$ cat config.mk
export PLATFORM = sky130hd
export DESIGN_NAME = rgpp_step_div
export DESIGN_NICKNAME = d
export VERILOG_FILES = /design/src/rtl/rgpp_pkg.sv /design/src/rtl/rgpp_step_div.sv
export SDC_FILE = /design/constraint.sdc
export NUM_CORES = 1
export LEC_CHECK = 0
export ABC_AREA = 1
export CORE_ASPECT_RATIO = 2
export CORE_MARGIN = 4
export CORE_UTILIZATION = 45
export DETAILED_ROUTE_END_ITERATION = 12
export DONT_BUFFER_PORTS = 1
export PLACE_DENSITY = 0.58
export SLEW_MARGIN = 20
export SYNTH_ARGS = -nofsm -noshare
export SYNTH_HDL_FRONTEND = slang
export SYNTH_SLANG_ARGS = --single-unit
$ cat constraint.sdc
create_clock -name clk -period 2.55 [get_ports clk]
set_clock_uncertainty 0.2 [all_clocks]
set_input_delay 0.255 -clock clk [delete_from_list [all_inputs] [get_ports clk]]
set_output_delay 0.255 -clock clk [all_outputs]
set_load 0.03 [all_outputs]
$ cat src/rtl/rgpp_pkg.sv
// ----------------------------------------------------------------------------
// rgpp_pkg: shared types, constants and the tangent table
// Widths of the range-grid projection datapath, register codes, the zone
// record passed from front to back, and the elaboration-time tan table.
// ----------------------------------------------------------------------------
package rgpp_pkg;

  localparam int MAX_ZONES_PER_AXIS = 8;
  localparam int POS_W              = 3;
  localparam int ZONE_W             = 4;
  localparam int ZONE_MIN           = 2;
  localparam int ZONE_LIMIT         = (MAX_ZONES_PER_AXIS < (1 << POS_W)) ?
                                      MAX_ZONES_PER_AXIS : (1 << POS_W);
  localparam int FOV_W              = 16;
  localparam int STEP_W             = 16;
  localparam int RANGE_W            = 16;
  localparam int COORD_W            = 18;
  localparam int SUM_W              = 18;
  localparam int CENTER_SHIFT       = 2;
  localparam int FRAC_BITS          = 14;
  localparam logic [FOV_W-1:0] FOV_LIMIT = FOV_W'(1 << (FRAC_BITS + 1));

  localparam int TAN_W              = 15;
  localparam int TAN_TABLE_DEPTH    = 1024;
  localparam int TAN_ABITS          = $clog2(TAN_TABLE_DEPTH);
  localparam int AMAG_W             = ZONE_W + STEP_W - 1;
  localparam int AIDX_WIDE_W        = AMAG_W + TAN_ABITS;
  localparam int PROD_W             = RANGE_W + TAN_W;
  localparam int PMAG_W             = PROD_W - FRAC_BITS;

  localparam int DIV_CNT_W          = $clog2(FOV_W);

  localparam int Q_DEPTH            = 4;
  localparam int Q_PTR_W            = $clog2(Q_DEPTH);
  localparam int Q_CNT_W            = $clog2(Q_DEPTH + 1);

  localparam int CFG_IDX_W          = 2;
  localparam int CFG_DATA_W         = 16;

  typedef enum logic [CFG_IDX_W-1:0] {
    REG_H_ZONES = 2'd0,
    REG_V_ZONES = 2'd1,
    REG_H_FOV   = 2'd2,
    REG_V_FOV   = 2'd3
  } cfg_reg_t;

  typedef struct packed {
    logic [ZONE_W-1:0] h_n;
    logic [ZONE_W-1:0] v_n;
    logic [STEP_W-1:0] h_step;
    logic [STEP_W-1:0] v_step;
  } grid_t;

  typedef struct packed {
    logic [TAN_ABITS-1:0] idx;
    logic                 flip;
  } axis_look_t;

  typedef struct packed {
    logic [RANGE_W-1:0] range_mm;
    logic [POS_W-1:0]   row;
    logic [POS_W-1:0]   col;
    logic               frame_end;
    logic [RANGE_W-1:0] center;
    axis_look_t         h;
    axis_look_t         v;
  } zone_desc_t;

  typedef logic [TAN_W-1:0] tan_rom_t [TAN_TABLE_DEPTH];
  typedef longint unsigned u64_t;

  function automatic logic [ZONE_W-1:0] eff_zones(logic [ZONE_W-1:0] v);
    logic [ZONE_W-1:0] r;
    r = v;
    if (r < ZONE_W'(ZONE_MIN)) r = ZONE_W'(ZONE_MIN);
    if (r > ZONE_W'(ZONE_LIMIT)) r = ZONE_W'(ZONE_LIMIT);
    return r;
  endfunction

  // restoring long division, only used while building the table
  function automatic u64_t udiv_u64(u64_t num, u64_t den);
    u64_t q;
    u64_t r;
    q = '0;
    r = '0;
    for (int i = 63; i >= 0; i--) begin
      r = {r[62:0], num[i]};
      if (r >= den) begin
        r    = r - den;
        q[i] = 1'b1;
      end
    end
    return q;
  endfunction

  // tan(k / depth) in Q1.14 from Q30 sin and cos series, rounded half up
  function automatic tan_rom_t build_tan_rom();
    tan_rom_t rom;
    u64_t     x;
    u64_t     x2;
    u64_t     term;
    u64_t     t;
    longint   s;
    longint   c;
    for (int k = 0; k < TAN_TABLE_DEPTH; k++) begin
      x  = (u64_t'(k) << 30) / TAN_TABLE_DEPTH;
      x2 = (x * x) >> 30;
      term = x;
      s = longint'(x);
      c = longint'(u64_t'(1) << 30);
      for (int n = 1; n <= 8; n++) begin
        term = udiv_u64((term * x2) >> 30, u64_t'((2 * n) * (2 * n + 1)));
        s = (n % 2 == 1) ? s - longint'(term) : s + longint'(term);
      end
      term = u64_t'(1) << 30;
      for (int n = 1; n <= 8; n++) begin
        term = udiv_u64((term * x2) >> 30, u64_t'((2 * n - 1) * (2 * n)));
        c = (n % 2 == 1) ? c - longint'(term) : c + longint'(term);
      end
      if (s < 0) s = 0;
      if (c < 1) c = 1;
      t = udiv_u64((u64_t'(s) << FRAC_BITS) + (u64_t'(c) >> 1), u64_t'(c));
      if (t > u64_t'((1 << TAN_W) - 1)) t = u64_t'((1 << TAN_W) - 1);
      rom[k] = TAN_W'(t);
    end
    return rom;
  endfunction

endpackage

$ cat src/rtl/rgpp_step_div.sv
// ----------------------------------------------------------------------------
// rgpp_step_div: angular step divider
// Radix-2 restoring division of both fields of view by their zone counts,
// one quotient bit per axis each cycle.
// ----------------------------------------------------------------------------
module rgpp_step_div import rgpp_pkg::*; (
  input  logic              clk,
  input  logic              rst,
  input  logic              start,
  input  logic [FOV_W-1:0]  h_fov,
  input  logic [FOV_W-1:0]  v_fov,
  input  logic [ZONE_W-1:0] h_n,
  input  logic [ZONE_W-1:0] v_n,
  output logic              busy,
  output logic [STEP_W-1:0] h_step,
  output logic [STEP_W-1:0] v_step
);

  logic [DIV_CNT_W-1:0] cnt;
  logic [ZONE_W-1:0]    h_div, v_div, h_rem, v_rem, h_rem_next, v_rem_next;
  logic [FOV_W-1:0]     h_dvd, v_dvd, h_dvd_next, v_dvd_next;
  logic [ZONE_W:0]      h_wide, v_wide;
  logic                 h_ge, v_ge;

  always_comb begin
    h_wide     = {h_rem, h_dvd[FOV_W-1]};
    v_wide     = {v_rem, v_dvd[FOV_W-1]};
    h_ge       = h_wide >= {1'b0, h_div};
    v_ge       = v_wide >= {1'b0, v_div};
    h_rem_next = h_ge ? ZONE_W'(h_wide - {1'b0, h_div}) : ZONE_W'(h_wide);
    v_rem_next = v_ge ? ZONE_W'(v_wide - {1'b0, v_div}) : ZONE_W'(v_wide);
    h_dvd_next = {h_dvd[FOV_W-2:0], h_ge};
    v_dvd_next = {v_dvd[FOV_W-2:0], v_ge};
  end

  always_ff @(posedge clk) begin
    if (rst) begin
      busy <= 1'b0;
      cnt  <= '0;
    end else if (start) begin
      busy <= 1'b1;
      cnt  <= '1;
    end else if (busy) begin
      cnt <= cnt - DIV_CNT_W'(1);
      if (cnt == '0) begin
        busy <= 1'b0;
      end
    end
  end

  always_ff @(posedge clk) begin
    if (start) begin
      h_dvd <= h_fov;
      v_dvd <= v_fov;
      h_div <= h_n;
      v_div <= v_n;
      h_rem <= '0;
      v_rem <= '0;
    end else if (busy) begin
      h_dvd <= h_dvd_next;
      v_dvd <= v_dvd_next;
      h_rem <= h_rem_next;
      v_rem <= v_rem_next;
    end
  end

  assign h_step = STEP_W'(h_dvd);
  assign v_step = STEP_W'(v_dvd);

endmodule

==> impl_metrics.prom <==
# TYPE chip_impl_metric gauge
chip_impl_metric{name="min_period_over_period",unit=""} 0.745
chip_impl_metric{name="area_fraction_of_the_dominant_cell_type_after_synthesis",unit=""} 0.475
chip_impl_metric{name="num_antenna_cells",unit=""} 0
chip_impl_metric{name="final_antenna_net_count",unit=""} 0
chip_impl_metric{name="postCtsSetupRepairBufs",unit=""} 0
chip_impl_metric{name="drt-vias-per-instance",unit=""} 5.08
chip_impl_metric{name="cts_num_sinks",unit=""} 53
chip_impl_metric{name="total_die_area",unit="mm²"} 0.00696
chip_impl_metric{name="static_leakage",unit="nW"} 1.42
chip_impl_metric{name="path_clk_slew",unit="ps"} 100
chip_impl_info{name="rsz_0062_raised_after_global_routing",value="no"} 1
chip_impl_info{name="endpoint_kind",value="flip-flop"} 1
chip_impl_metric{name="clock_insertion_delay_at_the_later_pin_of_the_skew_report",unit="ps"} 310
chip_impl_metric{name="ir_worst_vdd",unit="V"} 0.000513
chip_impl_info{name="layout_commonest_cell",value="nand2_1"} 1
chip_impl_metric{name="count_of_state_elements_after_synthesis",unit=""} 53
chip_impl_metric{name="detailedRoute.firstPassIterationCount",unit=""} 4
chip_impl_metric{name="totalWireLength",unit="µm"} 5800
chip_impl_metric{name="finalSetupTns",unit="ps"} 0
chip_impl_metric{name="vias",unit=""} 1905
chip_impl_metric{name="fillers",unit=""} 489
chip_impl_info{name="layout_common_cells",value="122 x nand2_1, 41 x dlygate4sd3_1, 40 x edfxtp_1"} 1
chip_impl_metric{name="crit_required",unit="ps"} 2570
chip_impl_info{name="netlist.top_cell.by_area",value="edfxtp_1"} 1
chip_impl_metric{name="post_synthesis_mean_instance_area",unit="µm²"} 9.37
chip_impl_metric{name="slew-limit-headroom",unit=""} 0.571
chip_impl_metric{name="power_density",unit="mW/mm²"} 678
chip_impl_info{name="synthTopCellsByArea",value="edfxtp_1 48%, nand2_1 18%, dfxtp_1 10%, ha_1 4.5%, inv_1 3.3%"} 1
chip_impl_info{name="timing.critical_path.from_type",value="flip-flop"} 1
chip_impl_metric{name="max_clock_freq",unit="MHz"} 526
chip_impl_metric{name="tightestPinTransition",unit="ps"} 643
chip_impl_info{name="timing.hold.worst.start",value="start"} 1
chip_impl_metric{name="grt-ovfl-total",unit=""} 0
chip_impl_metric{name="dpl_wire_length",unit="µm"} 3800
chip_impl_metric{name="grt_max_degree",unit=""} 41
chip_impl_metric{name="max_cap_viol_count",unit=""} 0
chip_impl_metric{name="max-clock-path-buffers",unit=""} 2
chip_impl_metric{name="reg2reg_slack",unit="ps"} 650
chip_impl_metric{name="seq_area_frac_synth",unit=""} 0.578
chip_impl_metric{name="route.detailed.drc",unit=""} 0
chip_impl_metric{name="floorplan.initialDensity",unit=""} 0.467
chip_impl_metric{name="num-nets-final",unit=""} 368
chip_impl_metric{name="postLayoutCoreUtil",unit=""} 0.573
chip_impl_metric{name="critical_path_arrival",unit="ps"} 1920
chip_impl_metric{name="antenna_found_initial",unit=""} 0
chip_impl_metric{name="drive_gt1_frac",unit=""} 0.0825
chip_impl_metric{name="yosysWarnings",unit=""} 0
chip_impl_metric{name="report.final.setup_viol",unit=""} 0
chip_impl_info{name="min-delay-path-class",value="in2reg"} 1
chip_impl_info{name="path_class",value="reg2reg"} 1
chip_impl_metric{name="boundaryPins",unit=""} 76
chip_impl_info{name="run_status",value="complete, no violations"} 1
chip_impl_metric{name="r2r.worst_path.cells",unit=""} 7
chip_impl_info{name="timing.critical_path.to",value="h_rem[2]$_SDFFE_PP0P_"} 1
chip_impl_metric{name="floorplan.die.width",unit="µm"} 61.0
chip_impl_info{name="timing.critical_path.from",value="h_step[15]$_DFFE_PP_"} 1
chip_impl_info{name="crit-reg2reg-capture",value="h_rem[2]$_SDFFE_PP0P_"} 1
chip_impl_metric{name="synthesis.nets",unit=""} 324
chip_impl_metric{name="route.detailed.wl_per_inst",unit="µm"} 15.5
chip_impl_metric{name="synthDistinctLibCells",unit=""} 32
chip_impl_metric{name="grt_util_all_layers",unit=""} 0.191
chip_impl_metric{name="post_synthesis_cells",unit=""} 270
chip_impl_info{name="cts_root_buf",value="clkbuf_8"} 1
chip_impl_metric{name="timing_max_transition_violations_final",unit=""} 0
chip_impl_metric{name="critical_path.max_fanout",unit=""} 2
chip_impl_info{name="cts_tree",value="done"} 1
chip_impl_metric{name="post-route-min-period",unit="ps"} 1900
chip_impl_metric{name="synth_area",unit="mm²"} 0.00253
chip_impl_metric{name="placement.io_buffers",unit=""} 0
chip_impl_metric{name="core_area",unit="mm²"} 0.00542
chip_impl_metric{name="h_tree_depth_reported_by_cts",unit=""} 2
chip_impl_metric{name="grt_pass1_wl",unit="µm"} 9830
chip_impl_metric{name="number_of_placement_rows",unit=""} 38
chip_impl_metric{name="cts_made_buffers",unit=""} 5
chip_impl_info{name="crit_reg_reg_startpoint",value="h_step[15]$_DFFE_PP_"} 1
chip_impl_metric{name="final-hold-violation-count",unit=""} 0
chip_impl_metric{name="die_height",unit="µm"} 114
chip_impl_metric{name="dr.first_iter.drc_count",unit=""} 54
chip_impl_metric{name="area_growth",unit="%"} 22.8
chip_impl_metric{name="vias_in_the_first_global_route",unit=""} 2037
chip_impl_metric{name="routability_congestion",unit=""} 0.876
[timing repair]
action | 4_1_cts | 5_1_grt
hold endpoints to repair | 60 | 0
resized for setup | 0 | 0
hold buffers | 42 | 0
[worst min path at each step]
stage / to / slack, ps / depth (start not counted)
after floorplan: cnt[3]$_SDFFE_PP0P_ / 120 / 1
after global placement: cnt[3]$_SDFFE_PP0P_ / 130 / 1
after detailed placement: cnt[3]$_SDFFE_PP0P_ / 130 / 1
after CTS: v_step[0]$_DFFE_PP_ / 40 / 2
after global routing: v_step[0]$_DFFE_PP_ / 50 / 2
final: v_step[0]$_DFFE_PP_ / 50 / 2
[cells in the mapped netlist (all sizes together)]
library cell    n
xnor2           1
edfxtp         40
a221oi          1
a21oi           2
a21boi          1
dfxtp          13
a311oi          1
clkbuf          3
nand2         127
nand3b          1
nand3          15
o21a            1
xor2            2
nor2           11
clkinv          1
nand4           2
a31oi           3
buf             5
o21ai           3
fa              2
ha              9
inv            24
or2             2
[critical path, cell delays in order (launching register included)]
cell      delay [ps]
edfxtp_1         540
inv_1            110
ha_1             240
fa_1             380
xor2_1           160
nand2_1           70
nand3_1           60
nand2_1           40
[power breakdown]
group          internal, W  switching [W]  total (W)
Sequential         0.00104       0.000184    0.00123
Combinational     0.000174       0.000230   0.000404
Clock             0.000190       0.000283   0.000473
[layout make-up]
| type | instances | area (µm²) | area share |
|---|---|---|---|
| Sequential cell | 53 | 1460 | 0.471 |
| Multi-Input combinational cell | 184 | 935 | 0.301 |
| Timing Repair Buffer | 45 | 453 | 0.146 |
| Inverter | 25 | 93.8 | 0.0302 |
| Tap cell | 60 | 75.1 | 0.0242 |
| Clock buffer | 5 | 68.8 | 0.0222 |
| Clock inverter | 3 | 17.5 | 0.00564 |
[stage by stage]
stage                     power [W]  setup slack (ps)  instances  hold WS, ps  area [µm²]
after CTS                   0.00212               656        375         40.4        3100
after global routing        0.00222               559        375         53.1        3100
after floorplan             0.00151               495        270          124        2530
final                       0.00210               649        375         47.4        3100
after detailed placement    0.00159               676        325          132        2590
after global placement      0.00158               708        325          128        2590
[registers in the layout, indices dropped and copies added, names as in the netlist]
| register | flops |
|---|---|
| v_step | 16 |
| h_step | 16 |
| h_div | 4 |
| h_rem | 4 |
| v_div | 4 |
| v_rem | 4 |
| cnt | 4 |
| busy | 1 |
[kinds of logic (layout without fill, tap and decap cells)]
group                    Yosys count  after routing  synth area share
AND/OR/NAND/NOR                  158            158             0.267
flip-flops                        53             53             0.578
buffers and inverters             33             78            0.0525
AO/OA/AOI/OAI                     12             12            0.0322
adder cells (fa/ha/maj)           11             11            0.0604
XOR/XNOR                           3              3            0.0104
[metal layers]
layer  up-vias  wire, µm  track usage
met2        75      3010        0.317
met5         -         0            0
met4         0       216       0.0984
met3        13       394       0.0612
li1        956         -            -
met1       861      2180        0.208
Note: power is estimated with default switching activity, not from simulation.
