$ cat config.mk
export PLATFORM = sky130hd
export DESIGN_NAME = rgpp_front_flat
export DESIGN_NICKNAME = d
export VERILOG_FILES = /design/src/rtl/rgpp_pkg.sv /design/src/rtl/rgpp_if.sv /design/src/rtl/rgpp_front.sv /design/src/flat_wrapper.sv
export SDC_FILE = /design/constraint.sdc
export NUM_CORES = 1
export LEC_CHECK = 0
export ABC_AREA = 1
export BUFFER_PORTS_ARGS = -buffer_cell sky130_fd_sc_hd__clkbuf_2
export CELL_PAD_IN_SITES_DETAIL_PLACEMENT = 1
export CELL_PAD_IN_SITES_GLOBAL_PLACEMENT = 1
export CORE_ASPECT_RATIO = 0.75
export CORE_MARGIN = 8
export CORE_UTILIZATION = 42
export CTS_BUF_LIST = sky130_fd_sc_hd__clkbuf_16
export DETAILED_ROUTE_END_ITERATION = 10
export PLACE_DENSITY_LB_ADDON = 0.1
export SETUP_SLACK_MARGIN = 0.02
export SLEW_MARGIN = 30
export SYNTH_ARGS = -nofsm -noshare
export SYNTH_HDL_FRONTEND = slang
export SYNTH_SLANG_ARGS = --single-unit
export TNS_END_PERCENT = 30
$ cat constraint.sdc
create_clock -name clk -period 7.4 [get_ports clk]
set_clock_uncertainty 0.15 [all_clocks]
set_input_delay 0.37 -clock clk [delete_from_list [all_inputs] [get_ports clk]]
set_output_delay 0.37 -clock clk [all_outputs]
set_load 0.02 [all_outputs]
$ cat src/rtl/rgpp_pkg.sv
// ----------------------------------------------------------------------------
// rgpp_pkg: shared types, constants and the tangent table
// Widths of the range-grid projection datapath, register codes, the zone
// record passed from front to back, and the elaboration-time tan table.
// ----------------------------------------------------------------------------
package rgpp_pkg;

  localparam int MAX_ZONES_PER_AXIS = 8;
  localparam int POS_W              = 3;
  localparam int ZONE_W             = 4;
  localparam int ZONE_MIN           = 2;
  localparam int ZONE_LIMIT         = (MAX_ZONES_PER_AXIS < (1 << POS_W)) ?
                                      MAX_ZONES_PER_AXIS : (1 << POS_W);
  localparam int FOV_W              = 16;
  localparam int STEP_W             = 16;
  localparam int RANGE_W            = 16;
  localparam int COORD_W            = 18;
  localparam int SUM_W              = 18;
  localparam int CENTER_SHIFT       = 2;
  localparam int FRAC_BITS          = 14;
  localparam logic [FOV_W-1:0] FOV_LIMIT = FOV_W'(1 << (FRAC_BITS + 1));

  localparam int TAN_W              = 15;
  localparam int TAN_TABLE_DEPTH    = 1024;
  localparam int TAN_ABITS          = $clog2(TAN_TABLE_DEPTH);
  localparam int AMAG_W             = ZONE_W + STEP_W - 1;
  localparam int AIDX_WIDE_W        = AMAG_W + TAN_ABITS;
  localparam int PROD_W             = RANGE_W + TAN_W;
  localparam int PMAG_W             = PROD_W - FRAC_BITS;

  localparam int DIV_CNT_W          = $clog2(FOV_W);

  localparam int Q_DEPTH            = 4;
  localparam int Q_PTR_W            = $clog2(Q_DEPTH);
  localparam int Q_CNT_W            = $clog2(Q_DEPTH + 1);

  localparam int CFG_IDX_W          = 2;
  localparam int CFG_DATA_W         = 16;

  typedef enum logic [CFG_IDX_W-1:0] {
    REG_H_ZONES = 2'd0,
    REG_V_ZONES = 2'd1,
    REG_H_FOV   = 2'd2,
    REG_V_FOV   = 2'd3
  } cfg_reg_t;

  typedef struct packed {
    logic [ZONE_W-1:0] h_n;
    logic [ZONE_W-1:0] v_n;
    logic [STEP_W-1:0] h_step;
    logic [STEP_W-1:0] v_step;
  } grid_t;

  typedef struct packed {
    logic [TAN_ABITS-1:0] idx;
    logic                 flip;
  } axis_look_t;

  typedef struct packed {
    logic [RANGE_W-1:0] range_mm;
    logic [POS_W-1:0]   row;
    logic [POS_W-1:0]   col;
    logic               frame_end;
    logic [RANGE_W-1:0] center;
    axis_look_t         h;
    axis_look_t         v;
  } zone_desc_t;

  typedef logic [TAN_W-1:0] tan_rom_t [TAN_TABLE_DEPTH];
  typedef longint unsigned u64_t;

  function automatic logic [ZONE_W-1:0] eff_zones(logic [ZONE_W-1:0] v);
    logic [ZONE_W-1:0] r;
    r = v;
    if (r < ZONE_W'(ZONE_MIN)) r = ZONE_W'(ZONE_MIN);
    if (r > ZONE_W'(ZONE_LIMIT)) r = ZONE_W'(ZONE_LIMIT);
    return r;
  endfunction

  // restoring long division, only used while building the table
  function automatic u64_t udiv_u64(u64_t num, u64_t den);
    u64_t q;
    u64_t r;
    q = '0;
    r = '0;
    for (int i = 63; i >= 0; i--) begin
      r = {r[62:0], num[i]};
      if (r >= den) begin
        r    = r - den;
        q[i] = 1'b1;
      end
    end
    return q;
  endfunction

  // tan(k / depth) in Q1.14 from Q30 sin and cos series, rounded half up
  function automatic tan_rom_t build_tan_rom();
    tan_rom_t rom;
    u64_t     x;
    u64_t     x2;
    u64_t     term;
    u64_t     t;
    longint   s;
    longint   c;
    for (int k = 0; k < TAN_TABLE_DEPTH; k++) begin
      x  = (u64_t'(k) << 30) / TAN_TABLE_DEPTH;
      x2 = (x * x) >> 30;
      term = x;
      s = longint'(x);
      c = longint'(u64_t'(1) << 30);
      for (int n = 1; n <= 8; n++) begin
        term = udiv_u64((term * x2) >> 30, u64_t'((2 * n) * (2 * n + 1)));
        s = (n % 2 == 1) ? s - longint'(term) : s + longint'(term);
      end
      term = u64_t'(1) << 30;
      for (int n = 1; n <= 8; n++) begin
        term = udiv_u64((term * x2) >> 30, u64_t'((2 * n - 1) * (2 * n)));
        c = (n % 2 == 1) ? c - longint'(term) : c + longint'(term);
      end
      if (s < 0) s = 0;
      if (c < 1) c = 1;
      t = udiv_u64((u64_t'(s) << FRAC_BITS) + (u64_t'(c) >> 1), u64_t'(c));
      if (t > u64_t'((1 << TAN_W) - 1)) t = u64_t'((1 << TAN_W) - 1);
      rom[k] = TAN_W'(t);
    end
    return rom;
  endfunction

endpackage

$ cat src/rtl/rgpp_if.sv
// ----------------------------------------------------------------------------
// rgpp_if: channel interfaces
// Zone item input, point result output and register write channels.
// ----------------------------------------------------------------------------
interface rgpp_item_if import rgpp_pkg::*; ();
  logic               valid;
  logic               ready;
  logic [RANGE_W-1:0] range_mm;
  logic               frame_start;

  modport source (output valid, output range_mm, output frame_start, input ready);
  modport sink   (input valid, input range_mm, input frame_start, output ready);
endinterface


$ cat src/rtl/rgpp_front.sv
// ----------------------------------------------------------------------------
// rgpp_front: zone sequencer
// Tracks grid position and center sum, derives each zone's tan table index
// and sign, and pushes a zone record into the queue.
// ----------------------------------------------------------------------------
module rgpp_front import rgpp_pkg::*; (
  input  logic       clk,
  input  logic       rst,
  rgpp_item_if.sink  item,
  input  grid_t      grid,
  input  logic       step_ok,
  input  logic       q_full,
  output logic       q_push,
  output zone_desc_t q_data
);

  logic [POS_W-1:0]  col_position, row_position, col_next, row_next;
  logic [SUM_W-1:0]  center_sum, center_sum_next, sum_cur, sum_add;
  logic [ZONE_W-1:0] col_cur, row_cur, col_inc, row_inc;
  logic [ZONE_W-1:0] h_center, v_center;
  logic              in_center, last;

  function automatic axis_look_t axis_look(logic [ZONE_W-1:0] pos,
                                           logic [ZONE_W-1:0] n,
                                           logic [STEP_W-1:0] step);
    logic signed [ZONE_W+1:0]   d;
    logic [ZONE_W-1:0]          ad;
    logic [ZONE_W+STEP_W-1:0]   prod;
    logic [AMAG_W-1:0]          mag;
    logic [AIDX_WIDE_W-1:0]     wide;
    axis_look_t                 r;
    d    = $signed({1'b0, pos, 1'b0}) - $signed({2'b00, n}) + $signed((ZONE_W+2)'(1));
    ad   = d[ZONE_W+1] ? ZONE_W'(-d) : ZONE_W'(d);
    prod = (ZONE_W+STEP_W)'(ad) * (ZONE_W+STEP_W)'(step);
    mag  = prod[ZONE_W+STEP_W-1:1];
    wide = {mag, {TAN_ABITS{1'b0}}} >> FRAC_BITS;
    r.idx  = (|wide[AIDX_WIDE_W-1:TAN_ABITS]) ? '1 : wide[TAN_ABITS-1:0];
    r.flip = (d > 0);
    return r;
  endfunction

  assign item.ready = step_ok && !q_full;
  assign q_push     = item.valid && item.ready;

  always_comb begin
    col_cur = item.frame_start ? '0 : ZONE_W'(col_position);
    row_cur = item.frame_start ? '0 : ZONE_W'(row_position);
    sum_cur = item.frame_start ? '0 : center_sum;
    if (col_cur >= grid.h_n) col_cur = '0;
    if (row_cur >= grid.v_n) row_cur = '0;

    h_center  = (grid.h_n >> 1) - ZONE_W'(1);
    v_center  = (grid.v_n >> 1) - ZONE_W'(1);
    in_center = (row_cur == v_center || row_cur == v_center + ZONE_W'(1)) &&
                (col_cur == h_center || col_cur == h_center + ZONE_W'(1));
    sum_add   = in_center ? sum_cur + SUM_W'(item.range_mm) : sum_cur;
    last      = (col_cur == grid.h_n - ZONE_W'(1)) && (row_cur == grid.v_n - ZONE_W'(1));

    col_inc         = col_cur + ZONE_W'(1);
    row_inc         = row_cur;
    center_sum_next = sum_add;
    if (col_inc >= grid.h_n) begin
      col_inc = '0;
      row_inc = row_cur + ZONE_W'(1);
      if (row_inc >= grid.v_n) begin
        row_inc         = '0;
        center_sum_next = '0;
      end
    end
    col_next = POS_W'(col_inc);
    row_next = POS_W'(row_inc);

    q_data.range_mm  = item.range_mm;
    q_data.row       = POS_W'(row_cur);
    q_data.col       = POS_W'(col_cur);
    q_data.frame_end = last;
    q_data.center    = last ? RANGE_W'(sum_add >> CENTER_SHIFT) : '0;
    q_data.h         = axis_look(col_cur, grid.h_n, grid.h_step);
    q_data.v         = axis_look(row_cur, grid.v_n, grid.v_step);
  end

  always_ff @(posedge clk) begin
    if (rst) begin
      col_position <= '0;
      row_position <= '0;
      center_sum   <= '0;
    end else if (q_push) begin
      col_position <= col_next;
      row_position <= row_next;
      center_sum   <= center_sum_next;
    end
  end

endmodule

$ cat src/flat_wrapper.sv
// flat-port wrapper written by rule: the top's interface ports become plain ports
module rgpp_front_flat import rgpp_pkg::*;
  (clk, rst, grid, step_ok, q_full, q_push, q_data, item_valid, item_range_mm, item_frame_start, item_ready);
  rgpp_item_if item_i ();
  input  logic clk;
  input  logic rst;
  input  grid_t grid;
  input  logic step_ok;
  input  logic q_full;
  output logic q_push;
  output zone_desc_t q_data;
  input wire logic [$bits(item_i.valid)-1:0] item_valid;
  input wire logic [$bits(item_i.range_mm)-1:0] item_range_mm;
  input wire logic [$bits(item_i.frame_start)-1:0] item_frame_start;
  output wire logic [$bits(item_i.ready)-1:0] item_ready;
  assign item_i.valid = item_valid;
  assign item_i.range_mm = item_range_mm;
  assign item_i.frame_start = item_frame_start;
  assign item_ready = item_i.ready;
  rgpp_front u_core (.clk(clk), .rst(rst), .item(item_i), .grid(grid), .step_ok(step_ok), .q_full(q_full), .q_push(q_push), .q_data(q_data));
endmodule
==> results.toml <==
[clock_tree]
cts_max_path_buffers = 2
cts_tree = "built"
clockRootBuffer = "clkbuf_16"
insertion_delay_ns = 0.28
clk_pin_slew_worst_paths_ns = 0.07
postCtsSetupBuffers = 0
htreeDepth = 1
cts_buffers = 3
clock_sinks = 24

[die]
ioPinCount = 125
start_util_pct = 42.4
rows = 43
die_height_um = 134
core_area_sq_mm = 0.0183
dieArea_sq_mm = 0.0232
fp.dieW_um = 173

[routing]
vias = 8207
dr.pass1.iters = 5
drt_iter0_markers = 385
drt-vias-per-instance = 5.19
detail-route-antenna-nets = 0
wl_mm = 25.5
post_drt_wl_per_cell_um = 16.1
drc = 0

[global_routing]
antenna_found_initial = 0
grt_max_degree = 28
grt_usage_pct = 21.4
grt_pass1_wl_mm = 42.2
grt_pass1_vias = 8230
grt.overflow.total = 0

[sta]
post-route-min-period_ns = 6.93
slew_headroom_pct = 58.3
rsz0062_at_grt = "yes"
setup_viol = 0
slew_viol_final = 0
timing.fmax_ghz = 0.144
max_slew.worst_pin.slew_ns = 0.624
tns_ns = 0
min_period_over_period_pct = 93.6
report.final.hold_viol_count = 0
worst_slack_ns = 0.473

[setup_path]
path_class = "reg -> out"
cp_slowest_cell = "fa_1"
critPathArrivalTime_ns = 6.41
max_stage_delay_ns = 0.53
endpoint_kind = "output port"
critPathMaxFanout = 15
start_kind = "flip-flop"
reg2reg_depth = 18
required_ns = 6.88

[cells_and_area]
drive_above_1_share_pct = 12.8
n_antenna_cell = 0
nFillCells = 2618
seq_area_sq_um = 480
multi_input_area_sq_mm = 0.00628
syn2layout_area_growth_pct = 11.1
fin_area_sq_mm = 0.00865
fin_cells = 1582
fin_nets = 1550

[logic_synthesis]
synth_edf_count = 0
synth-simple-area-share_pct = 32.9
synthDistinctLibCells = 46
synthXorXnorAreaFrac_pct = 5.85
yosysTopAreaCell = "ha_1"
synth_top_area_share_pct = 15.4
synth-seq-area-share_pct = 6.17
synth_top_family_by_area = "simple AND/OR/NAND/NOR gates"
synth_compound_area_share_pct = 11.9
async_reset_ff_share_pct = 0
synth-seq-cells = 24
post_synth_instance_area_sq_mm = 0.00778
yosysWarnings = 0
avgSynthCellArea_sq_um = 6.28
syn_inst = 1239
syn_nets = 1452
synthTopCellsByArea = "ha_1, fa_1, nand2_1"
synth_fa_ha_area_share_pct = 29.6
synth_mux_area_share_pct = 0
synth_ff_type = "dfxtp_1"

[power]
power_density_mw_per_mm2 = 206
ir_worst_vdd_uv = 169
leakage_nw = 4.69

[placed_design]
port_buffers = 124
preCtsSetupSlack_ns = 0.255
dpl_cell_area_sq_mm = 0.00855
gp_congestion = 0.939
hpwlAfterDp_mm = 21.9
dp.cells = 1579

[status]
outcome = "finished clean"

[min_path]
hold_path.class = "reg -> reg"
hold_depth = 2

[flow_run]
drv_cap = 0
==> through the flow <==
step	util, %	power, W	hold slack (ns)
floorplan	-	0.00126	0.289
global placement	46.6	0.00163	0.302
detailed placement	46.6	0.00165	0.309
CTS	47.0	0.00179	0.320
global route	47.1	0.00200	0.332
finish	47.1	0.00179	0.319
==> state kept, by name (all words and copies together) (netlist names) <==
| name | count |
|---|---|
| u_core.row_position | 3 |
| u_core.col_position | 3 |
| u_core.center_sum | 18 |
==> report_power, final <==
| part | switching (W) | internal [W] | leakage, nW | total, W |
|---|---|---|---|---|
| Clock | 0.0000558 | 0.0000721 | 0.0370 | 0.000128 |
| Combinational | 0.00101 | 0.000514 | 4.46 | 0.00153 |
| Sequential | 0.000000611 | 0.000130 | 0.193 | 0.000131 |
| Total | 0.00107 | 0.000716 | 4.69 | 0.00179 |
==> repair_timing <==
item | 4_1_cts | 5_1_grt
hold buffers | 0 | 0
resized for setup | 0 | 10
setup endpoints to repair | 0 | 20
==> layout by cell type (no fill, tap or decap), types with 2 or more instances in the layout <==
master | synthesis | routed
o21ai_0 | 45 | 45
clkbuf_2 | 0 | 123
clkbuf_16 | 0 | 3
nand2_4 | 2 | 2
a21boi_0 | 2 | 2
fa_1 | 55 | 55
nor4_1 | 6 | 6
nand4_1 | 32 | 32
buf_4 | 18 | 7
a21oi_1 | 84 | 83
nand4_2 | 3 | 3
nand2_1 | 245 | 243
and2_1 | 2 | 2
o21a_1 | 2 | 2
o21bai_1 | 2 | 2
a31oi_1 | 7 | 7
nor2_2 | 5 | 4
nand3b_1 | 8 | 8
xor2_1 | 26 | 26
nor2_1 | 185 | 184
a221oi_1 | 3 | 3
nor3b_1 | 2 | 2
a22oi_1 | 3 | 3
dfxtp_1 | 24 | 24
ha_1 | 96 | 96
xnor2_1 | 26 | 26
inv_2 | 2 | 4
clkinv_1 | 2 | 2
inv_1 | 218 | 216
a21o_1 | 4 | 4
nand3_2 | 2 | 2
nor2_4 | 2 | 4
o21ai_2 | 9 | 9
nand3_1 | 74 | 74
nor3_1 | 12 | 12
nand2_2 | 3 | 5
==> routing by layer <==
| layer | vias up | track usage [%] | share of wire (%) |
|---|---|---|---|
| li1 | 4141 | - | - |
| met1 | 3890 | 32.1 | 53 |
| met2 | 163 | 33.4 | 42 |
| met3 | 13 | 2.70 | 4.2 |
| met4 | 0 | 1.43 | 0.62 |
| met5 | - | 0 | 0 |
==> worst paths after layout <==
check / from / to / slack (ns)
min: u_core.center_sum[5]$_SDFFE_PP0P_ / u_core.center_sum[5]$_SDFFE_PP0P_ / 0.32
max: u_core.row_position[2]$_SDFFE_PP0P_ / q_data[2] / 0.47
max reg2reg: u_core.row_position[2]$_SDFFE_PP0P_ / u_core.center_sum[8]$_SDFFE_PP0P_ / 3.50
min reg2reg: u_core.center_sum[5]$_SDFFE_PP0P_ / u_core.center_sum[5]$_SDFFE_PP0P_ / 0.32
==> synthesized netlist by cell type, types with 3 or more instances <==
library cell and instances:
inv_1 218, a22oi_1 3, a21o_1 4, nand4_1 32
nand3_1 74, xnor2_1 26, o21ai_0 45, clkbuf_1 13
nor4_1 6, nand4_2 3, o21ai_2 9, xor2_1 26
dfxtp_1 24, nor3_1 12, nor2_2 5, buf_4 18
ha_1 96, buf_2 5, a21oi_1 84, a221oi_1 3
nand2_2 3, nand2_1 245, fa_1 55, nor2_1 185
nand3b_1 8, a31oi_1 7
==> cell type report <==
class / instances / area share (%)
multi-input cells: 955 / 72.6
well taps: 247 / 3.57
flip-flops and latches: 24 / 5.55
clock buffers: 3 / 0.868
repair buffers: 131 / 7.81
inverters: 222 / 9.63
==> cell families (layout without fill, tap and decap cells) <==
kind of cell,count (synthesis),in the layout
flip-flops,24,24
AND/OR/NAND/NOR,586,586
AO/OA/AOI/OAI,166,166
XOR/XNOR,52,52
adder cells (fa/ha/maj),151,151
buffers and inverters,260,356
==> worst max-delay path: cells and delay by family, from the launching register on <==
family                   cells  cell delay (ns)
adder cells (fa/ha/maj)      6             2.17
flip-flops                   1             0.34
buffers and inverters        7             0.89
AND/OR/NAND/NOR             11             1.57
AO/OA/AOI/OAI                5             0.98
XOR/XNOR                     1             0.17
Power figures use the tool's default switching activity.
