<file path="src/rtl/rgpp_pkg.sv">
// ----------------------------------------------------------------------------
// rgpp_pkg: shared types, constants and the tangent table
// Widths of the range-grid projection datapath, register codes, the zone
// record passed from front to back, and the elaboration-time tan table.
// ----------------------------------------------------------------------------
package rgpp_pkg;

  localparam int MAX_ZONES_PER_AXIS = 8;
  localparam int POS_W              = 3;
  localparam int ZONE_W             = 4;
  localparam int ZONE_MIN           = 2;
  localparam int ZONE_LIMIT         = (MAX_ZONES_PER_AXIS < (1 << POS_W)) ?
                                      MAX_ZONES_PER_AXIS : (1 << POS_W);
  localparam int FOV_W              = 16;
  localparam int STEP_W             = 16;
  localparam int RANGE_W            = 16;
  localparam int COORD_W            = 18;
  localparam int SUM_W              = 18;
  localparam int CENTER_SHIFT       = 2;
  localparam int FRAC_BITS          = 14;
  localparam logic [FOV_W-1:0] FOV_LIMIT = FOV_W'(1 << (FRAC_BITS + 1));

  localparam int TAN_W              = 15;
  localparam int TAN_TABLE_DEPTH    = 1024;
  localparam int TAN_ABITS          = $clog2(TAN_TABLE_DEPTH);
  localparam int AMAG_W             = ZONE_W + STEP_W - 1;
  localparam int AIDX_WIDE_W        = AMAG_W + TAN_ABITS;
  localparam int PROD_W             = RANGE_W + TAN_W;
  localparam int PMAG_W             = PROD_W - FRAC_BITS;

  localparam int DIV_CNT_W          = $clog2(FOV_W);

  localparam int Q_DEPTH            = 4;
  localparam int Q_PTR_W            = $clog2(Q_DEPTH);
  localparam int Q_CNT_W            = $clog2(Q_DEPTH + 1);

  localparam int CFG_IDX_W          = 2;
  localparam int CFG_DATA_W         = 16;

  typedef enum logic [CFG_IDX_W-1:0] {
    REG_H_ZONES = 2'd0,
    REG_V_ZONES = 2'd1,
    REG_H_FOV   = 2'd2,
    REG_V_FOV   = 2'd3
  } cfg_reg_t;

  typedef struct packed {
    logic [ZONE_W-1:0] h_n;
    logic [ZONE_W-1:0] v_n;
    logic [STEP_W-1:0] h_step;
    logic [STEP_W-1:0] v_step;
  } grid_t;

  typedef struct packed {
    logic [TAN_ABITS-1:0] idx;
    logic                 flip;
  } axis_look_t;

  typedef struct packed {
    logic [RANGE_W-1:0] range_mm;
    logic [POS_W-1:0]   row;
    logic [POS_W-1:0]   col;
    logic               frame_end;
    logic [RANGE_W-1:0] center;
    axis_look_t         h;
    axis_look_t         v;
  } zone_desc_t;

  typedef logic [TAN_W-1:0] tan_rom_t [TAN_TABLE_DEPTH];
  typedef longint unsigned u64_t;

  function automatic logic [ZONE_W-1:0] eff_zones(logic [ZONE_W-1:0] v);
    logic [ZONE_W-1:0] r;
    r = v;
    if (r < ZONE_W'(ZONE_MIN)) r = ZONE_W'(ZONE_MIN);
    if (r > ZONE_W'(ZONE_LIMIT)) r = ZONE_W'(ZONE_LIMIT);
    return r;
  endfunction

  // restoring long division, only used while building the table
  function automatic u64_t udiv_u64(u64_t num, u64_t den);
    u64_t q;
    u64_t r;
    q = '0;
    r = '0;
    for (int i = 63; i >= 0; i--) begin
      r = {r[62:0], num[i]};
      if (r >= den) begin
        r    = r - den;
        q[i] = 1'b1;
      end
    end
    return q;
  endfunction

  // tan(k / depth) in Q1.14 from Q30 sin and cos series, rounded half up
  function automatic tan_rom_t build_tan_rom();
    tan_rom_t rom;
    u64_t     x;
    u64_t     x2;
    u64_t     term;
    u64_t     t;
    longint   s;
    longint   c;
    for (int k = 0; k < TAN_TABLE_DEPTH; k++) begin
      x  = (u64_t'(k) << 30) / TAN_TABLE_DEPTH;
      x2 = (x * x) >> 30;
      term = x;
      s = longint'(x);
      c = longint'(u64_t'(1) << 30);
      for (int n = 1; n <= 8; n++) begin
        term = udiv_u64((term * x2) >> 30, u64_t'((2 * n) * (2 * n + 1)));
        s = (n % 2 == 1) ? s - longint'(term) : s + longint'(term);
      end
      term = u64_t'(1) << 30;
      for (int n = 1; n <= 8; n++) begin
        term = udiv_u64((term * x2) >> 30, u64_t'((2 * n - 1) * (2 * n)));
        c = (n % 2 == 1) ? c - longint'(term) : c + longint'(term);
      end
      if (s < 0) s = 0;
      if (c < 1) c = 1;
      t = udiv_u64((u64_t'(s) << FRAC_BITS) + (u64_t'(c) >> 1), u64_t'(c));
      if (t > u64_t'((1 << TAN_W) - 1)) t = u64_t'((1 << TAN_W) - 1);
      rom[k] = TAN_W'(t);
    end
    return rom;
  endfunction

endpackage

</file>
<file path="src/rtl/rgpp_fifo.sv">
// ----------------------------------------------------------------------------
// rgpp_fifo: zone record queue
// Short register queue between the sequencer and the projection unit.
// ----------------------------------------------------------------------------
module rgpp_fifo import rgpp_pkg::*; (
  input  logic       clk,
  input  logic       rst,
  input  logic       push,
  input  zone_desc_t wr_data,
  input  logic       pop,
  output zone_desc_t rd_data,
  output logic       full,
  output logic       empty
);

  zone_desc_t          slots [Q_DEPTH];
  logic [Q_PTR_W-1:0]  wr_ptr, rd_ptr;
  logic [Q_CNT_W-1:0]  count;

  assign full    = (count == Q_CNT_W'(Q_DEPTH));
  assign empty   = (count == '0);
  assign rd_data = slots[rd_ptr];

  always_ff @(posedge clk) begin
    if (push) begin
      slots[wr_ptr] <= wr_data;
    end
  end

  always_ff @(posedge clk) begin
    if (rst) begin
      wr_ptr <= '0;
      rd_ptr <= '0;
      count  <= '0;
    end else begin
      if (push) wr_ptr <= wr_ptr + Q_PTR_W'(1);
      if (pop)  rd_ptr <= rd_ptr + Q_PTR_W'(1);
      unique case ({push, pop})
        2'b10:   count <= count + Q_CNT_W'(1);
        2'b01:   count <= count - Q_CNT_W'(1);
        default: count <= count;
      endcase
    end
  end

  assert property (@(posedge clk) disable iff (rst) count <= Q_CNT_W'(Q_DEPTH))
    else $error("queue count past depth");
  assert property (@(posedge clk) disable iff (rst) pop |-> !empty)
    else $error("pop from empty queue");

endmodule

</file>
<file path="config.mk">
export PLATFORM = sky130hd
export DESIGN_NAME = rgpp_fifo
export DESIGN_NICKNAME = d
export VERILOG_FILES = /design/src/rtl/rgpp_pkg.sv /design/src/rtl/rgpp_fifo.sv
export SDC_FILE = /design/constraint.sdc
export NUM_CORES = 1
export LEC_CHECK = 0
export BUFFER_PORTS_ARGS = -buffer_cell sky130_fd_sc_hd__buf_4
export CORE_MARGIN = 2
export CORE_UTILIZATION = 45
export CTS_BUF_LIST = sky130_fd_sc_hd__clkbuf_2 sky130_fd_sc_hd__clkbuf_4 sky130_fd_sc_hd__clkbuf_8
export DETAILED_ROUTE_END_ITERATION = 7
export GPL_ROUTABILITY_DRIVEN = 1
export PLACE_DENSITY_LB_ADDON = 0.15
export SETUP_SLACK_MARGIN = 0.3
export SLEW_MARGIN = 20
export SYNTH_ARGS = -nofsm -noshare
export SYNTH_HDL_FRONTEND = slang
export SYNTH_SLANG_ARGS = --single-unit
</file>
<file path="constraint.sdc">
create_clock -name clk -period 2.76 [get_ports clk]
set_input_delay 0.276 -clock clk [delete_from_list [all_inputs] [get_ports clk]]
set_output_delay 0.276 -clock clk [all_outputs]
set_load 0.02 [all_outputs]
</file>
==> results of run 1 <==
-- worst paths after layout --
path | endpoint | slack [ns] | depth (start not counted)
setup / recovery | rd_data[39] | 0.54 | 3
hold / removal | rd_ptr[0] | 0.08 | 3
setup reg to reg | slots[2][7] | 1.05 | 4
hold reg to reg | count[2] | 0.53 | 2
-- report_power, final --
part | total [mW] | switching, mW | internal (mW)
logic | 1.10 | 0.562 | 0.543
registers | 4.46 | 0.0541 | 4.41
clock network | 3.01 | 1.37 | 1.64
total | 8.58 | 1.98 | 6.59
-- routing by layer --
layer  vias up  wire length, µm  global-route usage [%]  share of wire [%]
li1       2007                -                       -                  -
met1      2284             7169                   20.43                 42
met2       110             8760                   27.19                 51
met3        34              836                   3.920                4.9
met4         0              335                   5.433                2.0
met5         -                0                       0                  0
-- layout make-up --
type / count / share of cell area, %
clock buffers: 55 / 5.787
flip-flops and latches: 253 / 62.62
inverters: 6 / 0.1877
well taps: 270 / 2.815
multi-input cells: 92 / 13.46
repair buffers: 197 / 14.35
clock inverters: 21 / 0.7820
-- state kept, by name (all words and copies together) (netlist names), named ones only --
name / count
slots: 244
rd_ptr: 2
wr_ptr: 2
count: 3
-- tightest hold or removal path: stages --
cell,delay [ns]
buf_4,0.10
xnor2_1,0.08
nor2_1,0.09
-- synth_stat cells --
library cell | count | share of area (%)
edfxtp_1 | 244 | 79
mux4_2 | 60 | 15
dfxtp_1 | 9 | 1.9
nor2_1 | 8 | 0.32
buf_12 | 6 | 1.3
buf_2 | 6 | 0.32
inv_1 | 6 | 0.24
ha_1 | 5 | 0.67
and2_1 | 4 | 0.27
xor2_1 | 3 | 0.28
a21oi_1 | 2 | 0.11
xnor2_1 | 2 | 0.19
and3_1 | 1 | 0.067
buf_1 | 1 | 0.040
buf_6 | 1 | 0.12
clkbuf_1 | 1 | 0.040
fa_1 | 1 | 0.22
mux2i_1 | 1 | 0.11
mux4_1 | 1 | 0.28
nand2_1 | 1 | 0.040
nor3_1 | 1 | 0.054
o21ai_0 | 1 | 0.054
or3_1 | 1 | 0.067
-- metrics by stage --
step                      utilization, %  setup slack [ns]  instance area [µm²]  instances
after floorplan                        -            0.3542                 9304        366
after global placement             52.34             1.029                10590        756
after detailed placement           52.34            0.9651                10590        756
after CTS                          59.31            0.4813                12000        894
after global routing               59.31            0.4333                12000        894
final                              59.31            0.5414                12000        894
-- cell families (layout without fill, tap and decap cells) --
| group | count (synthesis) | in the layout | share of synthesized area, % |
|---|---|---|---|
| and+or+nand+nor | 16 | 16 | 0.8203 |
| DFF | 253 | 253 | 80.69 |
| xor gates and xnor gates | 5 | 5 | 0.4708 |
| AOI/OAI and AO/OA | 3 | 3 | 0.1613 |
| buffers and inverters | 21 | 279 | 2.058 |
| adders and majority gates | 6 | 6 | 0.8876 |
| muxes | 62 | 62 | 14.91 |
-- cell usage in the layout (no fill, tap or decap), types with 2 or more instances in the layout --
cell type      netlist  routed
a21oi_1              2       2
dfxtp_4              0       2
clkinv_1             0      11
and2_4               0       4
xnor2_1              2       2
clkbuf_8             0      45
dfxtp_1              9       7
ha_1                 5       5
dlygate4sd3_1        0      62
clkinv_2             0       9
xor2_1               3       3
nor2_1               8       8
inv_1                6       6
buf_12               6       7
edfxtp_1           244     244
clkbuf_4             0      10
buf_4                0     128
mux4_2              60      60
==> flow_summary.ini, run 1 <==
[grt]
grt_pass1_vias = 4957
grt-ovfl-total = 0
grt.total_usage_pct = 16.02
antenna_found_initial = 0
grt_pass1_wl_um = 26410
grt_max_degree = 33

[timing]
rsz0062_at_grt = false
max_freq_mhz = 450.7
relSlewSlack_pct = 64.86
maxSlewViolCount = 0
skew_ns = 0.01361
whs_ns = 0.07974
min_period_over_period_pct = 80.38
min_period_ns = 2.219
finalSetupViolations = 0
setup_tns_ns = 0
worst_pin_slew_ns = 0.5272
hold_viol_final = 0

[final_layout]
final_net_count = 662
seq_area_um2 = 7515
drive_above_1_share_pct = 42.63
antenna-diode-count = 0
multi_input_area_um2 = 1615
fillers = 1527
syn2layout_area_growth_pct = 28.98

[routing]
route.vias.total = 4435
firstDrtPassIters = 4
routed_via_density = 4.961
drc = 0
wl_per_cell_um = 19.13
drtIter0Drc = 204
routed_wl_um = 17100
ant_nets = 0

[pwr]
power_density_nw_per_um2 = 714.8
total_leakage_power_nw = 4.139
vdd_drop_max_uv = 364.8
p_total_mw = 8.578

[cts]
clockBufferDepth = 3
htree_levels = 2
cts_tree = yes
holdBufCountCts = 62
insertion_delay_ns = 0.52
ctsResizeCount = 0
cts.sink_count = 253
cts_root_buf = clkbuf_8
cts_made_buffers = 41
path_clk_slew_ns = 0.06
postCtsSetupBuffers = 0

[floorplan]
die_w_um = 147.8
start_util_pct = 45.98
core_um2 = 20230
ios = 128
num_rows = 52
die_h_um = 147.8
design.die.area_um2 = 21840

[logic_synthesis]
synthDistinctLibCells = 23
avgSynthCellArea_um2 = 25.42
yosysSeqAreaShare_pct = 80.69
syn_area_um2 = 9304
synth_cells = 366
syn_nets = 437
ys_warn_count = 0
ys_ff_latch = 253

[flow_run]
maxCapViolations = 0

[place]
place.gp.congestion = 0.6617
dp_hpwl_um = 9730
port-buffer-count = 127

[setup_path]
crit_top_cell = buf_4
path_class = reg -> out
critPathArrivalTime_ns = 1.94
critPathTopFamily = flip-flops
path_cells = buf_4 > mux4_2 > buf_4
cp.required_ns = 2.48
crit_buf_inv = 2
worstSetupStartpointType = flop
critPathSlowestCell = dfxtp_4
timing.rr.start = wr_ptr[0]
crit_path_end_kind = output port
max_stage_delay_ns = 0.53
crit_fanout = 18

[min_path]
hp-start = pop
hp-class = in -> reg

[run_status]
status = finished, final reports clean
Power figures use the tool's default switching activity.
==> inputs of run 2 (changes only) <==
==> constraint.sdc (replaced) <==
create_clock -name clk -period 1.9 [get_ports clk]
set_input_delay 0.19 -clock clk [delete_from_list [all_inputs] [get_ports clk]]
set_output_delay 0.19 -clock clk [all_outputs]
set_load 0.02 [all_outputs]
==> flow_summary.ini, run 2 (synthesized netlist as in run 1, its figures left out) <==
[run_status]
status = finished with violations
violations = negative setup slack

[setup_path]
crit_end = rd_data[43]
timing.rr.start = wr_ptr[0]
crit_fanout = 5
r2r_setup_slack_ns = 0.38
path_class = reg -> out
critPathArrivalTime_ns = 1.90
r2r-end = slots[2][18]
worstSetupStartpointType = flop
ff2ff_path_depth = 4
crit_path_end_kind = output port
cp.required_ns = 1.71

[grt]
grt_pass1_vias = 5220
grt_max_degree = 41
grt-ovfl-total = 0
grt_pass1_wl_um = 28250
grt.total_usage_pct = 17.12
antenna_found_initial = 0

[timing]
max_freq_mhz = 478.7
min_period_ns = 2.089
hold_viol_final = 0
whs_ns = 0.2003
min_period_over_period_pct = 109.9
setup_ws_ns = -0.1889
skew_ns = 0.007305
maxSlewViolCount = 0
rsz0062_at_grt = true
finalSetupViolations = 60
worst_pin_slew_ns = 0.2944
relSlewSlack_pct = 80.37

[min_path]
hp-class = in -> reg
min_path_cells = 2

[final_layout]
reg_top3 = slots (244), count (3)
syn2layout_area_growth_pct = 37.68
top_register = slots
antenna-diode-count = 0
stdcell_area_um2 = 12810
largest_reg_flops = 244
drive_above_1_share_pct = 46.75
final_net_count = 700
layout_common_cells = edfxtp_1, buf_4, dlygate4sd3_1, buf_6, mux4_2
layout_commonest_cell = edfxtp_1
fillers = 1448

[cts]
cts_made_buffers = 41
cts_tree = yes
cts_root_buf = clkbuf_8
cts.sink_count = 253
path_clk_slew_ns = 0.06
clockBufferDepth = 3
insertion_delay_ns = 0.51
htree_levels = 2

[routing]
drc = 0
ant_nets = 0
route.vias.total = 4721
wl_met3_um = 895
routed_via_density = 5.071
routed_wl_um = 18480
top_layer_used = met4
drtIter0Drc = 202
firstDrtPassIters = 4
wl_per_cell_um = 19.85
wl_met1_um = 7989
dr_wl_met2_um = 9258

[floorplan]
die_w_um = 147.8
die_h_um = 147.8
core_um2 = 20230
start_util_pct = 45.98
design.die.area_um2 = 21840
num_rows = 52
ios = 128

[pwr]
vdd_drop_max_uv = 757.3
power_density_nw_per_um2 = 1017
p_total_mw = 13.02
total_leakage_power_nw = 4.500

[place]
dp_hpwl_um = 10220
place.gp.congestion = 0.6847
port-buffer-count = 127
placed_cell_area_um2 = 10730

[flow_run]
maxCapViolations = 0
-- run 2: cell types whose count changed in the layout (fill, tap and decap cells not counted), moves of 2 or more --
cell | before | now
buf_12 | 7 | 16
buf_16 | 0 | 4
buf_4 | 128 | 85
buf_6 | 0 | 62
clkbuf_16 | 0 | 4
clkbuf_4 | 10 | 18
clkbuf_8 | 45 | 42
clkinv_1 | 11 | 6
clkinv_2 | 9 | 6
dlygate4sd3_1 | 62 | 64
-- run 2: layer usage --
layer / GRT usage, % / vias to the layer above
met4: 5.096 / 0
met2: 28.51 / 119
met3: 4.383 / 34
met5: 0 / -
met1: 22.55 / 2481
li1: - / 2087
-- run 2: area by class of cell --
type | instances | area, µm² | area share, %
Sequential cell | 253 | 7515 | 58.66
Timing Repair Buffer | 235 | 2507 | 19.57
Multi-Input combinational cell | 92 | 1617 | 12.62
Clock buffer | 60 | 713.2 | 5.567
Tap cell | 270 | 337.8 | 2.637
Clock inverter | 15 | 97.59 | 0.7619
Inverter | 6 | 22.52 | 0.1758
-- run 2: metrics by stage --
stage / util [%] / setup WS (ns) / setup TNS (ns) / std cells
after floorplan: - / 0.4393 / 0 / 366
after global placement: 53.01 / 0.2585 / 0 / 764
after CTS: 62.08 / -0.2515 / -12.69 / 913
after global routing: 63.31 / -0.2623 / -14.06 / 931
final: 63.31 / -0.1889 / -9.373 / 931
after detailed placement: 53.01 / 0.2249 / 0 / 764
-- run 2: critical path, stage by stage, from the launching register on --
cell	delay [ns]
dfxtp_4	0.41
buf_12	0.15
clkbuf_16	0.16
mux4_2	0.51
buf_6	0.15
-- run 2: worst min path at each step --
| stage | startpoint | end | slack [ns] |
|---|---|---|---|
| 2_1_floorplan | wr_data[0] | slots[0][0] | 0.29 |
| 3_3_place_gp | wr_data[53] | slots[1][53] | 0.39 |
| 3_5_place_dp | wr_data[53] | slots[2][53] | 0.39 |
| 4_1_cts | push | slots[1][53] | 0.16 |
| 5_1_grt | push | slots[1][47] | 0.18 |
| 6_report | push | slots[1][47] | 0.20 |
-- run 2: power breakdown --
group,internal (mW),switching [mW]
registers,6.40,0.0719
clock network,2.55,1.98
logic,1.09,0.924
total,10.0,2.98
-- run 2: timing repair --
item	in CTS	in global routing
hold endpoints to repair	253	0
pin swaps	0	2
hold buffers	64	0
setup buffers	6	14
resized for setup	57	12
endpoints found under the setup margin	61	74
cloned	4	4
==> inputs of run 3 (changes only) <==
--- a/config.mk
+++ b/config.mk
@@ -8,7 +8,7 @@
 export BUFFER_PORTS_ARGS = -buffer_cell sky130_fd_sc_hd__buf_4
 export CORE_MARGIN = 2
 export CORE_UTILIZATION = 45
-export CTS_BUF_LIST = sky130_fd_sc_hd__clkbuf_2 sky130_fd_sc_hd__clkbuf_4 sky130_fd_sc_hd__clkbuf_8
+export CTS_BUF_LIST = sky130_fd_sc_hd__clkbuf_8
 export DETAILED_ROUTE_END_ITERATION = 7
 export GPL_ROUTABILITY_DRIVEN = 1
 export PLACE_DENSITY_LB_ADDON = 0.15
==> flow_summary.ini, run 3 (synthesized netlist as in run 1, its figures left out) <==
[run_status]
status = finished with violations
violations = negative setup slack

[routing]
ant_nets = 0
drc = 0
routed_via_density = 5.026
firstDrtPassIters = 4
route.vias.total = 4679
routed_wl_um = 18480
wl_per_cell_um = 19.85
drtIter0Drc = 236

[final_layout]
layout_common_cells = edfxtp_1, buf_4, dlygate4sd3_1, buf_6, mux4_2
top_register = slots
fillers = 1451
post-route-util_pct = 62.97
largest_reg_flops = 244
drive_above_1_share_pct = 44.02
reg_top3 = slots (244), count (3)
layout_commonest_cell = edfxtp_1
final_net_count = 700
syn2layout_area_growth_pct = 36.96
antenna-diode-count = 0
fin_cells = 931

[timing]
finalSetupViolations = 60
maxSlewViolCount = 0
skew_ns = 0.008814
setup_ws_ns = -0.1830
min_period_over_period_pct = 109.6
relSlewSlack_pct = 80.10
rsz0062_at_grt = true
max_freq_mhz = 480.1
hold_viol_final = 0
worst_pin_slew_ns = 0.2985
min_period_ns = 2.083

[setup_path]
path_class = reg -> out
cp.depth = 4
path_cells = buf_12 > clkbuf_16 > mux4_2 > buf_6
cp.required_ns = 1.71
worstSetupStartpointType = flop
crit_fanout = 5
critPathSlowestCell = mux4_2
crit_path_end_kind = output port
ff2ff_path_depth = 4
crit_buf_inv = 3
critPathArrivalTime_ns = 1.89
critPathTopFamily = multiplexers
max_stage_delay_ns = 0.51

[cts]
htree_levels = 2
cts.sink_count = 253
clockBufferDepth = 3
cts_tree = yes
insertion_delay_ns = 0.52
path_clk_slew_ns = 0.06
cts_root_buf = clkbuf_8
cts_made_buffers = 41

[pwr]
power_density_nw_per_um2 = 994.8
vdd_drop_max_uv = 747.0
p_total_mw = 12.68
total_leakage_power_nw = 4.513

[min_path]
hp-class = in -> reg
min_path_cells = 2

[floorplan]
die_w_um = 147.8
num_rows = 52
core_um2 = 20230
design.die.area_um2 = 21840
start_util_pct = 45.98
die_h_um = 147.8
ios = 128

[place]
post-place-ws_ns = 0.2249
dp_hpwl_um = 10220
port-buffer-count = 127
place.gp.congestion = 0.6847
place_inst = 764

[grt]
grt_pass1_vias = 5240
grt-ovfl-total = 0
grt_max_degree = 41
antenna_found_initial = 0
grt.total_usage_pct = 17.11
grt_pass1_wl_um = 28230

[flow_run]
maxCapViolations = 0
[run 3: changes by cell type in the layout (fill, tap and decap cells not counted)]
cell / change
clkbuf_4: -18
inv_1: +18
[run 3: timing repair]
action                                  4_1_cts  5_1_grt
setup buffers                                 6       14
endpoints found under the setup margin       61       74
cloned                                        4        4
hold buffers                                 64        0
gates resized for setup                      57       12
hold endpoints to repair                    253        0
pin swaps                                     0        2
[run 3: worst paths after layout]
path | start | end | slack, ns
max | flop | rd_data[41] | -0.18
min | push | slots[1][47] | 0.19
max reg2reg | wr_ptr[0] | slots[2][18] | 0.38
min reg2reg | count[2] | count[2] | 0.52
[run 3: final cells by class]
class / count / area (µm²) / area share, %
flip-flops and latches: 253 / 7515 / 58.97
repair buffers: 235 / 2507 / 19.68
multi-input cells: 92 / 1617 / 12.69
clock buffers: 42 / 578.1 / 4.537
well taps: 270 / 337.8 / 2.651
clock inverters: 33 / 165.2 / 1.296
inverters: 6 / 22.52 / 0.1767
[run 3: metrics by stage]
step                      hold slack [ns]  instance area, µm²  TNS, ns
after floorplan                    0.2889                9314        0
after CTS                          0.1634               12490   -12.76
final                              0.1949               12740   -9.183
after detailed placement           0.3926               10730        0
after global placement             0.3882               10730        0
after global routing               0.1751               12740   -14.12
[run 3: power breakdown]
group / internal [mW] / leakage [nW] / switching, mW / total, mW
Clock: 2.20 / 0.445 / 1.99 / 4.19
Sequential: 6.40 / 2.32 / 0.0714 / 6.47
Combinational: 1.09 / 1.75 / 0.924 / 2.01
[run 3: routing by layer]
metal	global-route usage, %	share of wire, %	routed length, µm	vias to the layer above
met1	22.52	42	7834	2432
met4	5.144	1.9	342	0
li1	-	-	-	2084
met2	28.49	51	9347	130
met5	0	0	0	-
met3	4.383	5.2	954	33
